## config.mk

```make
export PLATFORM = sky130hd
export DESIGN_NAME = sha256_message_hasher_core_flat
export DESIGN_NICKNAME = d
export VERILOG_FILES = /design/src/rtl/shamh_pkg.sv /design/src/rtl/shamh_if.sv /design/src/rtl/shamh_sched.sv /design/src/rtl/shamh_compress.sv /design/src/rtl/sha256_message_hasher_core.sv /design/src/flat_wrapper.sv
export SDC_FILE = /design/constraint.sdc
export NUM_CORES = 2
export LEC_CHECK = 0
export ABC_AREA = 1
export ABC_CLOCK_PERIOD_IN_PS = 54600
export BUFFER_PORTS_ARGS = -buffer_cell sky130_fd_sc_hd__buf_2
export CAP_MARGIN = 20
export CORE_ASPECT_RATIO = 0.7
export CORE_UTILIZATION = 55
export CTS_CLUSTER_DIAMETER = 80
export DETAILED_ROUTE_END_ITERATION = 10
export PLACE_DENSITY = 0.71
export SLEW_MARGIN = 20
export SYNTH_ARGS = -nofsm -noshare
export SYNTH_HDL_FRONTEND = slang
export SYNTH_SLANG_ARGS = --single-unit
```

## constraint.sdc

```tcl
create_clock -name clk -period 54.6 [get_ports clk]
set_input_delay 13.65 -clock clk [delete_from_list [all_inputs] [get_ports clk]]
set_output_delay 13.65 -clock clk [all_outputs]
set_load 0.03 [all_outputs]
```

## src/rtl/shamh_pkg.sv

```systemverilog
// ----------------------------------------------------------------------------
// SHA-256 message hasher package
// Round constants, initial hash value, sigma functions and the control
// bundles that the sequencer sends to the schedule and compression units.
// ----------------------------------------------------------------------------
package shamh_pkg;

  localparam int WordW   = 32;
  localparam int NumWords = 8;
  localparam int DigestW = WordW * NumWords;
  localparam int BlockW  = 512;

  // Standard initial hash value, word 0 in the top bits.
  localparam logic [DigestW-1:0] InitHash = {
    32'h6A09E667, 32'hBB67AE85, 32'h3C6EF372, 32'hA54FF53A,
    32'h510E527F, 32'h9B05688C, 32'h1F83D9AB, 32'h5BE0CD19
  };

  // Control toward the message schedule window.
  typedef struct packed {
    logic       push;
    logic [7:0] push_byte;
    logic       step;
  } sched_ctl_t;

  // Control toward the compression unit.
  typedef struct packed {
    logic       init;
    logic       load;
    logic       round;
    logic       add;
    logic [5:0] rnd;
  } cmp_ctl_t;

  function automatic logic [31:0] ror32(input logic [31:0] v, input int unsigned n);
    ror32 = (v >> n) | (v << (32 - n));
  endfunction

  function automatic logic [31:0] big_sigma0(input logic [31:0] v);
    big_sigma0 = ror32(v, 2) ^ ror32(v, 13) ^ ror32(v, 22);
  endfunction

  function automatic logic [31:0] big_sigma1(input logic [31:0] v);
    big_sigma1 = ror32(v, 6) ^ ror32(v, 11) ^ ror32(v, 25);
  endfunction

  function automatic logic [31:0] small_sigma0(input logic [31:0] v);
    small_sigma0 = ror32(v, 7) ^ ror32(v, 18) ^ (v >> 3);
  endfunction

  function automatic logic [31:0] small_sigma1(input logic [31:0] v);
    small_sigma1 = ror32(v, 17) ^ ror32(v, 19) ^ (v >> 10);
  endfunction

  // Round constant table.
  function automatic logic [31:0] round_k(input logic [5:0] i);
    logic [31:0] k;
    unique case (i)
      6'd0:  k = 32'h428A2F98;  6'd1:  k = 32'h71374491;
      6'd2:  k = 32'hB5C0FBCF;  6'd3:  k = 32'hE9B5DBA5;
      6'd4:  k = 32'h3956C25B;  6'd5:  k = 32'h59F111F1;
      6'd6:  k = 32'h923F82A4;  6'd7:  k = 32'hAB1C5ED5;
      6'd8:  k = 32'hD807AA98;  6'd9:  k = 32'h12835B01;
      6'd10: k = 32'h243185BE;  6'd11: k = 32'h550C7DC3;
      6'd12: k = 32'h72BE5D74;  6'd13: k = 32'h80DEB1FE;
      6'd14: k = 32'h9BDC06A7;  6'd15: k = 32'hC19BF174;
      6'd16: k = 32'hE49B69C1;  6'd17: k = 32'hEFBE4786;
      6'd18: k = 32'h0FC19DC6;  6'd19: k = 32'h240CA1CC;
      6'd20: k = 32'h2DE92C6F;  6'd21: k = 32'h4A7484AA;
      6'd22: k = 32'h5CB0A9DC;  6'd23: k = 32'h76F988DA;
      6'd24: k = 32'h983E5152;  6'd25: k = 32'hA831C66D;
      6'd26: k = 32'hB00327C8;  6'd27: k = 32'hBF597FC7;
      6'd28: k = 32'hC6E00BF3;  6'd29: k = 32'hD5A79147;
      6'd30: k = 32'h06CA6351;  6'd31: k = 32'h14292967;
      6'd32: k = 32'h27B70A85;  6'd33: k = 32'h2E1B2138;
      6'd34: k = 32'h4D2C6DFC;  6'd35: k = 32'h53380D13;
      6'd36: k = 32'h650A7354;  6'd37: k = 32'h766A0ABB;
      6'd38: k = 32'h81C2C92E;  6'd39: k = 32'h92722C85;
      6'd40: k = 32'hA2BFE8A1;  6'd41: k = 32'hA81A664B;
      6'd42: k = 32'hC24B8B70;  6'd43: k = 32'hC76C51A3;
      6'd44: k = 32'hD192E819;  6'd45: k = 32'hD6990624;
      6'd46: k = 32'hF40E3585;  6'd47: k = 32'h106AA070;
      6'd48: k = 32'h19A4C116;  6'd49: k = 32'h1E376C08;
      6'd50: k = 32'h2748774C;  6'd51: k = 32'h34B0BCB5;
      6'd52: k = 32'h391C0CB3;  6'd53: k = 32'h4ED8AA4A;
      6'd54: k = 32'h5B9CCA4F;  6'd55: k = 32'h682E6FF3;
      6'd56: k = 32'h748F82EE;  6'd57: k = 32'h78A5636F;
      6'd58: k = 32'h84C87814;  6'd59: k = 32'h8CC70208;
      6'd60: k = 32'h90BEFFFA;  6'd61: k = 32'hA4506CEB;
      6'd62: k = 32'hBEF9A3F7;  6'd63: k = 32'hC67178F2;
    endcase
    return k;
  endfunction

endpackage

```

## src/rtl/shamh_if.sv

```systemverilog
// ----------------------------------------------------------------------------
// SHA-256 message hasher channel interfaces
// Valid/ready channels for message bytes in and digest words out.
// ----------------------------------------------------------------------------
interface shamh_in_if;
  logic       valid;
  logic       ready;
  logic [7:0] data_byte;
  logic       has_byte;
  logic       is_last;

  modport source (output valid, output data_byte, output has_byte, output is_last,
                  input ready);
  modport sink   (input valid, input data_byte, input has_byte, input is_last,
                  output ready);
endinterface

interface shamh_out_if;
  logic        valid;
  logic        ready;
  logic [31:0] digest_word;
  logic [2:0]  word_index;
  logic        last_word;

  modport source (output valid, output digest_word, output word_index,
                  output last_word, input ready);
  modport sink   (input valid, input digest_word, input word_index,
                  input last_word, output ready);
endinterface

```

## src/rtl/shamh_sched.sv

```systemverilog
// ----------------------------------------------------------------------------
// SHA-256 message schedule window
// A 512-bit shift line that gathers message bytes into the block and then
// slides one expanded schedule word per round.
// ----------------------------------------------------------------------------
module shamh_sched (
  input  logic                 clk,
  input  shamh_pkg::sched_ctl_t ctl,
  output logic [31:0]          w_cur
);
  import shamh_pkg::*;

  logic [BlockW-1:0] window_r;
  logic [31:0]       w_new;

  // Top word is w[t]; the words below it follow in schedule order.
  assign w_cur = window_r[BlockW-1 -: 32];

  // Next schedule word from w[t], w[t+1], w[t+9] and w[t+14].
  assign w_new = window_r[BlockW-1 -: 32]
               + small_sigma0(window_r[BlockW-1-32 -: 32])
               + window_r[BlockW-1-32*9 -: 32]
               + small_sigma1(window_r[BlockW-1-32*14 -: 32]);

  // Bytes shift in during fill; words shift in during rounds.
  always_ff @(posedge clk) begin
    if (ctl.push) begin
      window_r <= {window_r[BlockW-9:0], ctl.push_byte};
    end else if (ctl.step) begin
      window_r <= {window_r[BlockW-33:0], w_new};
    end
  end

endmodule

```

## src/rtl/shamh_compress.sv

```systemverilog
// ----------------------------------------------------------------------------
// SHA-256 compression unit
// Holds the chaining value and the eight working words, and runs one
// compression round per cycle under control of the sequencer.
// ----------------------------------------------------------------------------
module shamh_compress (
  input  logic                   clk,
  input  logic                   rst_n,
  input  shamh_pkg::cmp_ctl_t    ctl,
  input  logic [31:0]            w_cur,
  output logic [shamh_pkg::DigestW-1:0] chain
);
  import shamh_pkg::*;

  logic [31:0] chain_r [NumWords];
  logic [31:0] work_r  [NumWords];
  logic [31:0] t1;
  logic [31:0] t2;
  logic [31:0] ch;
  logic [31:0] maj;

  // Round function on the working words a..h.
  always_comb begin
    ch  = (work_r[4] & work_r[5]) ^ (~work_r[4] & work_r[6]);
    maj = (work_r[0] & work_r[1]) ^ (work_r[0] & work_r[2]) ^ (work_r[1] & work_r[2]);
    t1  = work_r[7] + big_sigma1(work_r[4]) + ch + round_k(ctl.rnd) + w_cur;
    t2  = big_sigma0(work_r[0]) + maj;
  end

  // Working words: load from the chain, then rotate through the rounds.
  always_ff @(posedge clk) begin
    if (ctl.load) begin
      for (int i = 0; i < NumWords; i++) begin
        work_r[i] <= chain_r[i];
      end
    end else if (ctl.round) begin
      work_r[0] <= t1 + t2;
      work_r[1] <= work_r[0];
      work_r[2] <= work_r[1];
      work_r[3] <= work_r[2];
      work_r[4] <= work_r[3] + t1;
      work_r[5] <= work_r[4];
      work_r[6] <= work_r[5];
      work_r[7] <= work_r[6];
    end
  end

  // Chaining value: initial value on reset or new message, feed-forward add
  // at the end of each block.
  always_ff @(posedge clk) begin
    if (!rst_n || ctl.init) begin
      for (int i = 0; i < NumWords; i++) begin
        chain_r[i] <= InitHash[DigestW-1-32*i -: 32];
      end
    end else if (ctl.add) begin
      for (int i = 0; i < NumWords; i++) begin
        chain_r[i] <= chain_r[i] + work_r[i];
      end
    end
  end

  always_comb begin
    for (int i = 0; i < NumWords; i++) begin
      chain[DigestW-1-32*i -: 32] = chain_r[i];
    end
  end

endmodule

```

## src/rtl/sha256_message_hasher_core.sv

```systemverilog
// ----------------------------------------------------------------------------
// SHA-256 message hasher core
// Takes a message one byte per beat, compresses each 64-byte block, pads
// the message on the last beat and returns the eight digest words, with an
// optional second hash of the digest.
//
//   Channel   Direction  Payload                               Beat
//   in_ch     sink       data_byte[7:0], has_byte, is_last     one message byte
//   out_ch    source     digest_word[31:0], word_index[2:0],   one digest word
//                        last_word
//   cfg_*     write      cfg_wdata = double_hash               register write
//
// The 64th byte of a block starts load, 64 rounds and feed-forward in the
// shared round unit.
// The last beat adds the pad bytes (9 to 72 bytes, ending in the length field),
// the compression of each padded block (one or two) and the digest capture,
// then eight output beats; double mode adds 32 digest bytes, 32 pad bytes,
// one more compression and one more digest capture.
// in_ch.ready is high only while the sequencer is idle; output stalls hold
// the sequencer in the output state. Reset is synchronous and needs no sweep.
// ----------------------------------------------------------------------------
module sha256_message_hasher_core (
  input  logic clk,
  input  logic rst_n,
  shamh_in_if.sink   in_ch,
  shamh_out_if.source out_ch,
  input  logic cfg_we,
  input  logic cfg_wdata
);
  import shamh_pkg::*;

  localparam logic [3:0] S_IDLE   = 4'd0;
  localparam logic [3:0] S_LOAD   = 4'd1;
  localparam logic [3:0] S_ROUND  = 4'd2;
  localparam logic [3:0] S_ADD    = 4'd3;
  localparam logic [3:0] S_FIN    = 4'd4;
  localparam logic [3:0] S_REHASH = 4'd5;
  localparam logic [3:0] S_PAD    = 4'd6;
  localparam logic [3:0] S_LEN    = 4'd7;
  localparam logic [3:0] S_OUT    = 4'd8;

  localparam logic [5:0] LastByte   = 6'd63;
  localparam logic [5:0] LenOffset  = 6'd56;
  localparam logic [5:0] LastDigByte = 6'd31;
  localparam logic [60:0] DigestBytes = 61'd32;

  logic [3:0]         state_r, state_nxt;
  logic [5:0]         fill_r, fill_nxt;
  logic [60:0]        bc_r, bc_nxt;
  logic [5:0]         rnd_r, rnd_nxt;
  logic [2:0]         oidx_r, oidx_nxt;
  logic [DigestW-1:0] dig_r, dig_nxt;
  logic               pad_r, pad_nxt;
  logic               mk_r, mk_nxt;
  logic               fin_r, fin_nxt;
  logic               pass2_r, pass2_nxt;
  logic               dbl_r, dbl_nxt;
  logic               cfg_dbl_r;

  sched_ctl_t         sctl;
  cmp_ctl_t           cctl;
  logic [31:0]        w_cur;
  logic [DigestW-1:0] chain;
  logic [63:0]        len_bits;
  logic [7:0]         len_byte;
  logic               in_acc;
  logic               out_acc;

  shamh_sched u_sched (
    .clk   (clk),
    .ctl   (sctl),
    .w_cur (w_cur)
  );

  shamh_compress u_compress (
    .clk   (clk),
    .rst_n (rst_n),
    .ctl   (cctl),
    .w_cur (w_cur),
    .chain (chain)
  );

  // Handshakes and the output register view.
  assign in_ch.ready        = (state_r == S_IDLE);
  assign in_acc             = in_ch.valid && in_ch.ready;
  assign out_ch.valid       = (state_r == S_OUT);
  assign out_acc            = out_ch.valid && out_ch.ready;
  assign out_ch.digest_word = dig_r[DigestW-1 -: 32];
  assign out_ch.word_index  = oidx_r;
  assign out_ch.last_word   = (oidx_r == 3'd7);

  // Big-endian bit length; fill positions 56..63 pick bytes 0..7.
  assign len_bits = {bc_r, 3'b000};
  assign len_byte = len_bits[{~fill_r[2:0], 3'b000} +: 8];

  // Configuration register.
  always_ff @(posedge clk) begin
    if (!rst_n) begin
      cfg_dbl_r <= 1'b0;
    end else if (cfg_we) begin
      cfg_dbl_r <= cfg_wdata;
    end
  end

  // Sequencer.
  always_comb begin
    state_nxt = state_r;
    fill_nxt  = fill_r;
    bc_nxt    = bc_r;
    rnd_nxt   = rnd_r;
    oidx_nxt  = oidx_r;
    dig_nxt   = dig_r;
    pad_nxt   = pad_r;
    mk_nxt    = mk_r;
    fin_nxt   = fin_r;
    pass2_nxt = pass2_r;
    dbl_nxt   = dbl_r;
    sctl      = '0;
    cctl      = '0;
    cctl.rnd  = rnd_r;

    unique case (state_r)
      S_IDLE: begin
        if (in_acc) begin
          if (in_ch.is_last) begin
            dbl_nxt = cfg_dbl_r;
          end
          if (in_ch.has_byte) begin
            sctl.push      = 1'b1;
            sctl.push_byte = in_ch.data_byte;
            bc_nxt         = bc_r + 61'd1;
          end
          if (in_ch.has_byte && fill_r == LastByte) begin
            pad_nxt   = in_ch.is_last;
            state_nxt = S_LOAD;
          end else if (in_ch.is_last) begin
            pad_nxt   = 1'b1;
            state_nxt = S_PAD;
          end
        end
      end
      S_LOAD: begin
        cctl.load = 1'b1;
        rnd_nxt   = '0;
        state_nxt = S_ROUND;
      end
      S_ROUND: begin
        cctl.round = 1'b1;
        sctl.step  = 1'b1;
        rnd_nxt    = rnd_r + 6'd1;
        if (rnd_r == LastByte) begin
          state_nxt = S_ADD;
        end
      end
      S_ADD: begin
        cctl.add = 1'b1;
        if (fin_r) begin
          state_nxt = S_FIN;
        end else if (pad_r) begin
          state_nxt = S_PAD;
        end else begin
          state_nxt = S_IDLE;
        end
      end
      S_FIN: begin
        cctl.init = 1'b1;
        dig_nxt   = chain;
        fill_nxt  = '0;
        pad_nxt   = 1'b0;
        mk_nxt    = 1'b0;
        fin_nxt   = 1'b0;
        if (dbl_r && !pass2_r) begin
          bc_nxt    = DigestBytes;
          pass2_nxt = 1'b1;
          state_nxt = S_REHASH;
        end else begin
          bc_nxt    = '0;
          pass2_nxt = 1'b0;
          oidx_nxt  = '0;
          state_nxt = S_OUT;
        end
      end
      S_REHASH: begin
        sctl.push      = 1'b1;
        sctl.push_byte = dig_r[DigestW-1 -: 8];
        dig_nxt        = {dig_r[DigestW-9:0], 8'h00};
        if (fill_r == LastDigByte) begin
          pad_nxt   = 1'b1;
          state_nxt = S_PAD;
        end
      end
      S_PAD: begin
        if (!mk_r) begin
          sctl.push      = 1'b1;
          sctl.push_byte = 8'h80;
          mk_nxt         = 1'b1;
        end else if (fill_r == LenOffset) begin
          state_nxt = S_LEN;
        end else begin
          sctl.push      = 1'b1;
          sctl.push_byte = 8'h00;
        end
        if (sctl.push && fill_r == LastByte) begin
          state_nxt = S_LOAD;
        end
      end
      S_LEN: begin
        sctl.push      = 1'b1;
        sctl.push_byte = len_byte;
        if (fill_r == LastByte) begin
          fin_nxt   = 1'b1;
          state_nxt = S_LOAD;
        end
      end
      S_OUT: begin
        if (out_acc) begin
          dig_nxt  = {dig_r[DigestW-33:0], 32'h0};
          oidx_nxt = oidx_r + 3'd1;
          if (oidx_r == 3'd7) begin
            state_nxt = S_IDLE;
          end
        end
      end
      default: begin
        state_nxt = S_IDLE;
      end
    endcase

    // Every byte push advances the fill count; it wraps at a full block.
    if (sctl.push && state_r != S_FIN) begin
      fill_nxt = fill_r + 6'd1;
    end
  end

  // Control registers.
  always_ff @(posedge clk) begin
    if (!rst_n) begin
      state_r <= S_IDLE;
      fill_r  <= '0;
      bc_r    <= '0;
      rnd_r   <= '0;
      oidx_r  <= '0;
      pad_r   <= 1'b0;
      mk_r    <= 1'b0;
      fin_r   <= 1'b0;
      pass2_r <= 1'b0;
      dbl_r   <= 1'b0;
    end else begin
      state_r <= state_nxt;
      fill_r  <= fill_nxt;
      bc_r    <= bc_nxt;
      rnd_r   <= rnd_nxt;
      oidx_r  <= oidx_nxt;
      pad_r   <= pad_nxt;
      mk_r    <= mk_nxt;
      fin_r   <= fin_nxt;
      pass2_r <= pass2_nxt;
      dbl_r   <= dbl_nxt;
    end
  end

  // Digest hold and output shift register.
  always_ff @(posedge clk) begin
    dig_r <= dig_nxt;
  end

  // The input side is never open while digest words are pending.
  a_ready_excl: assert property (@(posedge clk) disable iff (!rst_n)
    in_ch.ready |-> !out_ch.valid)
    else $error("input ready while digest output pending");

  // Once the final word is taken the block returns to accepting bytes.
  a_out_done: assert property (@(posedge clk) disable iff (!rst_n)
    out_ch.valid && out_ch.ready && out_ch.last_word |=> in_ch.ready)
    else $error("block not idle after final digest word");

  // The sixty-fourth round is always followed by the feed-forward add.
  a_round_end: assert property (@(posedge clk) disable iff (!rst_n)
    state_r == S_ROUND && rnd_r == LastByte |=> state_r == S_ADD)
    else $error("round sequence did not end in feed-forward");

  // Length bytes always start at offset 56 of a block.
  a_len_start: assert property (@(posedge clk) disable iff (!rst_n)
    state_r == S_PAD && state_nxt == S_LEN |-> fill_r == LenOffset && mk_r)
    else $error("length field started at wrong offset");

endmodule

```

## src/flat_wrapper.sv

```systemverilog
// flat-port wrapper written by rule: the top's interface ports become plain ports
module sha256_message_hasher_core_flat import shamh_pkg::*;
  (clk, rst_n, cfg_we, cfg_wdata, in_ch_valid, in_ch_data_byte, in_ch_has_byte, in_ch_is_last, in_ch_ready, out_ch_valid, out_ch_digest_word, out_ch_word_index, out_ch_last_word, out_ch_ready);
  shamh_in_if in_ch_i ();
  shamh_out_if out_ch_i ();
  input  logic clk;
  input  logic rst_n;
  input  logic cfg_we;
  input  logic cfg_wdata;
  input wire logic [$bits(in_ch_i.valid)-1:0] in_ch_valid;
  input wire logic [$bits(in_ch_i.data_byte)-1:0] in_ch_data_byte;
  input wire logic [$bits(in_ch_i.has_byte)-1:0] in_ch_has_byte;
  input wire logic [$bits(in_ch_i.is_last)-1:0] in_ch_is_last;
  output wire logic [$bits(in_ch_i.ready)-1:0] in_ch_ready;
  output wire logic [$bits(out_ch_i.valid)-1:0] out_ch_valid;
  output wire logic [$bits(out_ch_i.digest_word)-1:0] out_ch_digest_word;
  output wire logic [$bits(out_ch_i.word_index)-1:0] out_ch_word_index;
  output wire logic [$bits(out_ch_i.last_word)-1:0] out_ch_last_word;
  input wire logic [$bits(out_ch_i.ready)-1:0] out_ch_ready;
  assign in_ch_i.valid = in_ch_valid;
  assign in_ch_i.data_byte = in_ch_data_byte;
  assign in_ch_i.has_byte = in_ch_has_byte;
  assign in_ch_i.is_last = in_ch_is_last;
  assign in_ch_ready = in_ch_i.ready;
  assign out_ch_valid = out_ch_i.valid;
  assign out_ch_digest_word = out_ch_i.digest_word;
  assign out_ch_word_index = out_ch_i.word_index;
  assign out_ch_last_word = out_ch_i.last_word;
  assign out_ch_i.ready = out_ch_ready;
  sha256_message_hasher_core u_core (.clk(clk), .rst_n(rst_n), .in_ch(in_ch_i), .out_ch(out_ch_i), .cfg_we(cfg_we), .cfg_wdata(cfg_wdata));
endmodule
```

; ---- After elaboration in Yosys (flattened, before gate mapping)
; Memories as Yosys holds them, arrays and structs flattened. A register that Yosys moved wholly into a read port is not among the register bits.
; Index checks and enable logic that the tools add are counted.
[totals]
register_bits = 854
mem_bits_rw = 512
romBits = 2048
inputBits = 16
elab_cells = 210
mem_count = 3
[memory_table]
columns = memory, words, word_bits, read_ports, rd_clocked_by_memory_dff, write_ports, line
row1 = (name not given), 64, 32, 1, 1, 0, shamh_pkg.sv:58  ; unique case (i)
row2 = u_core.u_compress.chain_r, 8, 32, 8, 0, 8, shamh_compress.sv:15  ; logic [31:0] chain_r [NumWords];
row3 = u_core.u_compress.work_r, 8, 32, 8, 0, 8, shamh_compress.sv:16  ; logic [31:0] work_r [NumWords];
[classes]
add_sub_neg = 22
n_eq_ne = 25
shift = 1
mux = 76
bitwise = 44
n_reduce_logical = 26
[op_table]
columns = operator, n
row1 = 2-to-1 mux 512 bit, 2
row2 = case mux 256 bit (3 select lines), 1
row3 = adder 32 bit, 18
row4 = 2-to-1 mux 32 bit, 16
row5 = bitwise XOR 32 bit, 9
row6 = 2-to-1 mux 256 bit, 1
row7 = AND 32 bit, 5
row8 = 2-to-1 mux 61 bit, 2
row9 = case mux 61 bit (2 select lines), 1
row10 = variable part select 64 x 7 -> 8 bit, 1
row11 = "adder 61 x 1 -> 61 bit, second input constant", 1
row12 = 2-to-1 mux 4 bit, 13
row13 = 2-to-1 mux 9 bit, 5
row14 = case mux 4 bit (9 select lines), 1
row15 = case mux 9 bit (4 select lines), 1
row16 = NOT 32 bit, 1
row17 = bitwise OR 10 x 32 -> 32 bit, 1
row18 = bitwise OR 13 x 32 -> 32 bit, 1
row19 = bitwise OR 14 x 32 -> 32 bit, 1
row20 = bitwise OR 15 x 32 -> 32 bit, 1
row21 = bitwise OR 19 x 32 -> 32 bit, 1
row22 = bitwise OR 21 x 32 -> 32 bit, 1
row23 = bitwise OR 25 x 32 -> 32 bit, 1
row24 = bitwise OR 26 x 32 -> 32 bit, 1
row25 = other kinds (37), 108

; ---- Longest topological paths before layout
; An unclocked memory read counts as a cell.
[depth]
depth_word = 10
ltp_mapped = 37
ltp_nobuf = 36

; ---- Hierarchy
; From an unflattened synthesis, not the netlist that was laid out.
[hier_totals]
cells_unflattened = 11146
hier_area_um2 = 91594.1
[modules_own_cells]
columns = module, n_inst, cells_each, area_per_inst_um2, seq_area_each_um2
row1 = shamh_compress, 1, 6253, 47110.2, 15374.7
row2 = shamh_sched, 1, 2870, 26815.7, 15374.7
row3 = sha256_message_hasher_core, 1, 2023, 17668.2, 9409.0

; ---- Worst setup path before layout
; No wires, ideal clock.
[synth_timing]
path_kind = input to register
startpoint = input out_ch_ready
endpoint = register u_core.dig_r[0] (enable)
setup_ns = 0.958
arrival_time_ns = 26.007
required_time_ns = 53.642
setup_slack_ns = 27.634
cell_stages = 2
path_cell_list = nor2_1 > a21oi_1
[synth_between]
elab_chain_cells = 3
[synth_rtl]
columns = item, line
row1 = from (decl), flat_wrapper.sv:19  ; input wire logic [$bits(out_ch_i.ready)-1:0] out_ch_ready;
row2 = logical AND 1 bit, sha256_message_hasher_core.sv:87  ; assign out_acc = out_ch.valid && out_ch.ready;
row3 = != test 2 bit (no line), n/a
row4 = AND reduction 2 bit (no line), n/a
row5 = to (signal assigned), sha256_message_hasher_core.sv:264  ; dig_r <= dig_nxt;
row6 = to (decl), sha256_message_hasher_core.sv:52  ; logic [DigestW-1:0] dig_r, dig_nxt;
; No other way between the ends.
; A chain may end at the register's enable or synchronous reset.

; ---- Final worst setup path
[layout_timing]
startpoint = input in_ch_valid
endpoint = register u_core.u_sched.window_r[119] (enable)
[layout_between]
elab_chain_cells = 4
[layout_rtl]
columns = item, line
row1 = from (decl), flat_wrapper.sv:10  ; input wire logic [$bits(in_ch_i.valid)-1:0] in_ch_valid;
row2 = logical AND 1 bit, sha256_message_hasher_core.sv:85  ; assign in_acc = in_ch.valid && in_ch.ready;
row3 = 2-to-1 mux 9 bit, sha256_message_hasher_core.sv:124  ; if (in_acc) begin
row4 = case mux 9 bit (4 select lines), sha256_message_hasher_core.sv:122  ; unique case (state_r)
row5 = nonzero test 2 bit (no line), n/a
row6 = to (signal assigned), shamh_sched.sv:28  ; window_r <= {window_r[BlockW-9:0], ctl.push_byte};
row7 = to (signal assigned), shamh_sched.sv:30  ; window_r <= {window_r[BlockW-33:0], w_new};
row8 = to (decl), shamh_sched.sv:13  ; logic [BlockW-1:0] window_r;
; No other way between the ends.

==> metrics.md <==
| Metric | Value |
|---|---|
| Status | complete, no violations |
| Final WL | 368 mm |
| WHS Path Cells | 1 |
| Core Region | 166,000 sq um |
| Cells after Synth | roughly 11,000 |
| Period utilisation layout | a little under a third |
| Critical path class | primary input to flip-flop |
| Main synth FF type | edfxtp_1 |
| Area grow syn2layout | 7.43% |
| Mapped Area | 92,300 sq um |
| Fin crit period | between 15 and 20 ns |
| Worst Hold Class | flip-flop to flip-flop |
| Synth warnings | 0 |
| Total track usage | 42.3% |
| Max-cap violations | 0 |
| Vias | around 84,000 |
| Routability Congestion | around 1.1 |
| DRT Pass-1 Iters | 8 |
| Setup Fix Bufs, Post-CTS | 0 |
| Commonest non-fill, non-tap cells in the layout | nand2_1 (3,477), inv_1 (1,360), edfxtp_1 (1,280), a21oi_1 (676), o21ai_0 (669) |
| Fmax achieved | roughly 0.058 GHz |
| Vias per cell | about 6.3 |
| Design area | 99,200 sq um |
| Stages on worst setup path | 9 |
| ANT nets after route | 0 |
| Final count of hold timing violations | 0 |
| H-tree depth | 4 |
| Placement Rows | about 130 |
| Die width | 492 um |
| Yosys cell types | 59 |
| Clock Tree Root | clkbuf_16 |
| DR WL/cell | 27.6 um |
| CTS max path bufs | 3 |
| Worst Skew | ~0.04 ns |
| Critical path fanouts, max | between 70 and 80 |
| Critical path's slowest cell | buf_4 |
| Dpl cell area | 93,900 sq um |
| Overflow after GRT | 0 |
| CTS tree | done |
| Sink Count | approximately 1,400 |
| Chip height | roughly 340 um |
| Arr. time, crit path | roughly 18 ns |
| Nets | around 12,000 |
| Worst slew pin tran | 1.38 ns |
| Clk slew on worst S/H paths | 0.06 ns |
| Setup crit end kind | flip-flop |
| Reg2Reg Launch Point | u_core.u_compress.work_r[1][11] |
| Cell count of the worst reg-to-reg path | 30 |
| Proportion of layout cells with a drive suffix above 1 | 4.43% |
| DR iter-0 viols | between 10,000 and 15,000 |
| Final setup viols | 0 |
| Max-slew violations | 0 |
| Die ar. | between 150,000 and 200,000 sq um |
| Cells along the critical path | buf_2, inv_1, nor2_2, inv_2, nand3_4, inv_8, nand2_4, buf_4, buf_4 |
| Reg2Reg Setup Slack | 45.85 ns |
| Starting density of the core | a little under three fifths |
| Slew HR | 7.99% |
| CP startpoint kind | primary input |
| Buf/Inv on CP | 6 |
| Worst Path Required | ~55 ns |
| Syn Nets | about 12,000 |
| Delay of the slowest critical-path stage | around 0.9 ns |
| Clock Latency Late Sink | 0.83 ns |
| Post-CTS Hold Buffers | 0 |
| Post-synth ARST share | 0% |
| Hold-critical path endpoint | u_core.bc_r[38] |
| Sequential element share of the synthesized area | 44.2% |
| Avg Inst Size Synth | 8.26 sq um |
| Critical Path Most Common Cell | buf_4 |
| Commonest non-fill, non-tap cell in the layout | nand2_1 |
| TritonCTS Buffers | between 100 and 150 |
| Residual DRC | 0 |
| Hold Startpoint | u_core.bc_r[38] |
| DP Wirelength | about 280 mm |
| Largest delay share family, worst path | buffers and inverters |
| Largest net degree at the start of global routing | ~250 |
| Number of global-route vias before repair | around 74,000 |
| Unrepaired setup endpoints after global routing | false |
| Initial antenna violation count | 18 |
| First-pass GRT wire length | between 500 and 600 mm |
| Synth Register Bits | about 1,400 |
| Setup tns final | 0 ns |
| Post_cts resized | 0 |
| # IOs | 54 |
| Buffers on Ports | 53 |
| Post-synth EDFFs | 1,280 |
| Reg2reg end | u_core.u_compress.work_r[0][31] |
==> cell type report <==
cell class	instances	area (sq um)
Inverter	1376	5190
Sequential cell	1398	40800
Timing Repair Buffer	118	816
Clock inverter	101	1310
Clock buffer	171	3830
Antenna cell	12	30.0
Fill cell	14681	67100
Tap cell	2222	2780
Multi-Input combinational cell	7933	44400
==> cell families after synthesis <==
kind of cell | share of synthesized area, %
multiplexers | 0.474
flip-flops | 44.2
AO/OA/AOI/OAI | 12.7
adder cells (fa/ha/maj) | 9.57
AND/OR/NAND/NOR | 21.8
buffers and inverters | 7.88
XOR/XNOR | 3.37
==> per-stage QoR <==
stage,instances,setup WS [ns],util [%],hold WS (ns)
global placement,13046,36.70,56.5,0.453
finish,13331,37.36,59.6,0.496
CTS,13318,37.43,59.6,0.491
floorplan,11178,27.63,-,0.443
detailed placement,13046,36.56,56.5,0.475
global route,13320,37.06,59.6,0.513
==> worst max path at each step <==
| stage | from | endpoint | slack (ns) |
|---|---|---|---|
| 2_1_floorplan | out_ch_ready | u_core.dig_r[0] | 27.63 |
| 3_3_place_gp | in_ch_has_byte | u_core.u_sched.window_r[270] | 36.70 |
| 3_5_place_dp | in_ch_has_byte | u_core.u_sched.window_r[270] | 36.56 |
| 4_1_cts | in_ch_has_byte | u_core.u_sched.window_r[310] | 37.43 |
| 5_1_grt | in_ch_has_byte | u_core.u_sched.window_r[119] | 37.06 |
| 6_report | in_ch_valid | u_core.u_sched.window_r[119] | 37.36 |
==> synth_stat cells, drive strengths merged (38+ instances only) <==
library cell / n / area, sq um
nand2: 3492 / 13200
inv: 1375 / 5160
edfxtp: 1280 / 38400
a21oi: 679 / 3410
nor2: 676 / 2580
o21ai: 673 / 3380
nand3: 477 / 2410
ha: 394 / 4930
clkbuf: 284 / 1070
o221ai: 228 / 2000
fa: 195 / 3900
xor2: 190 / 1660
buf: 187 / 1050
xnor2: 165 / 1450
nand4: 136 / 857
dfxtp: 118 / 2360
nor3: 94 / 475
o21a: 74 / 556
o211ai: 64 / 480
a21o: 56 / 420
o21bai: 47 / 353
or2: 39 / 244
a31oi: 38 / 238
==> sequential cells by signal, indices dropped and copies added (netlist names), named ones only <==
register and count:
u_core.bc_r 61, u_core.cfg_dbl_r 1, u_core.dbl_r 1, u_core.dig_r 256
u_core.fill_r 6, u_core.fin_r 1, u_core.mk_r 1, u_core.out_ch.word_index 3
u_core.pad_r 1, u_core.pass2_r 1, u_core.rnd_r 6, u_core.state_r 4
u_core.u_compress.chain_r 256, u_core.u_compress.work_r 256, u_core.u_sched.window_r 512
==> layer usage <==
| metal | global-route usage (%) | share of wire [%] |
|---|---|---|
| met2 | 50.1 | 35 |
| met5 | 3.30 | 0.27 |
| met3 | 25.9 | 20 |
| met4 | 10.0 | 2.7 |
| met1 | 62.2 | 42 |
Power is not shown: default switching activity piles up to over one toggle a cycle in this logic, so the estimate is an artifact.
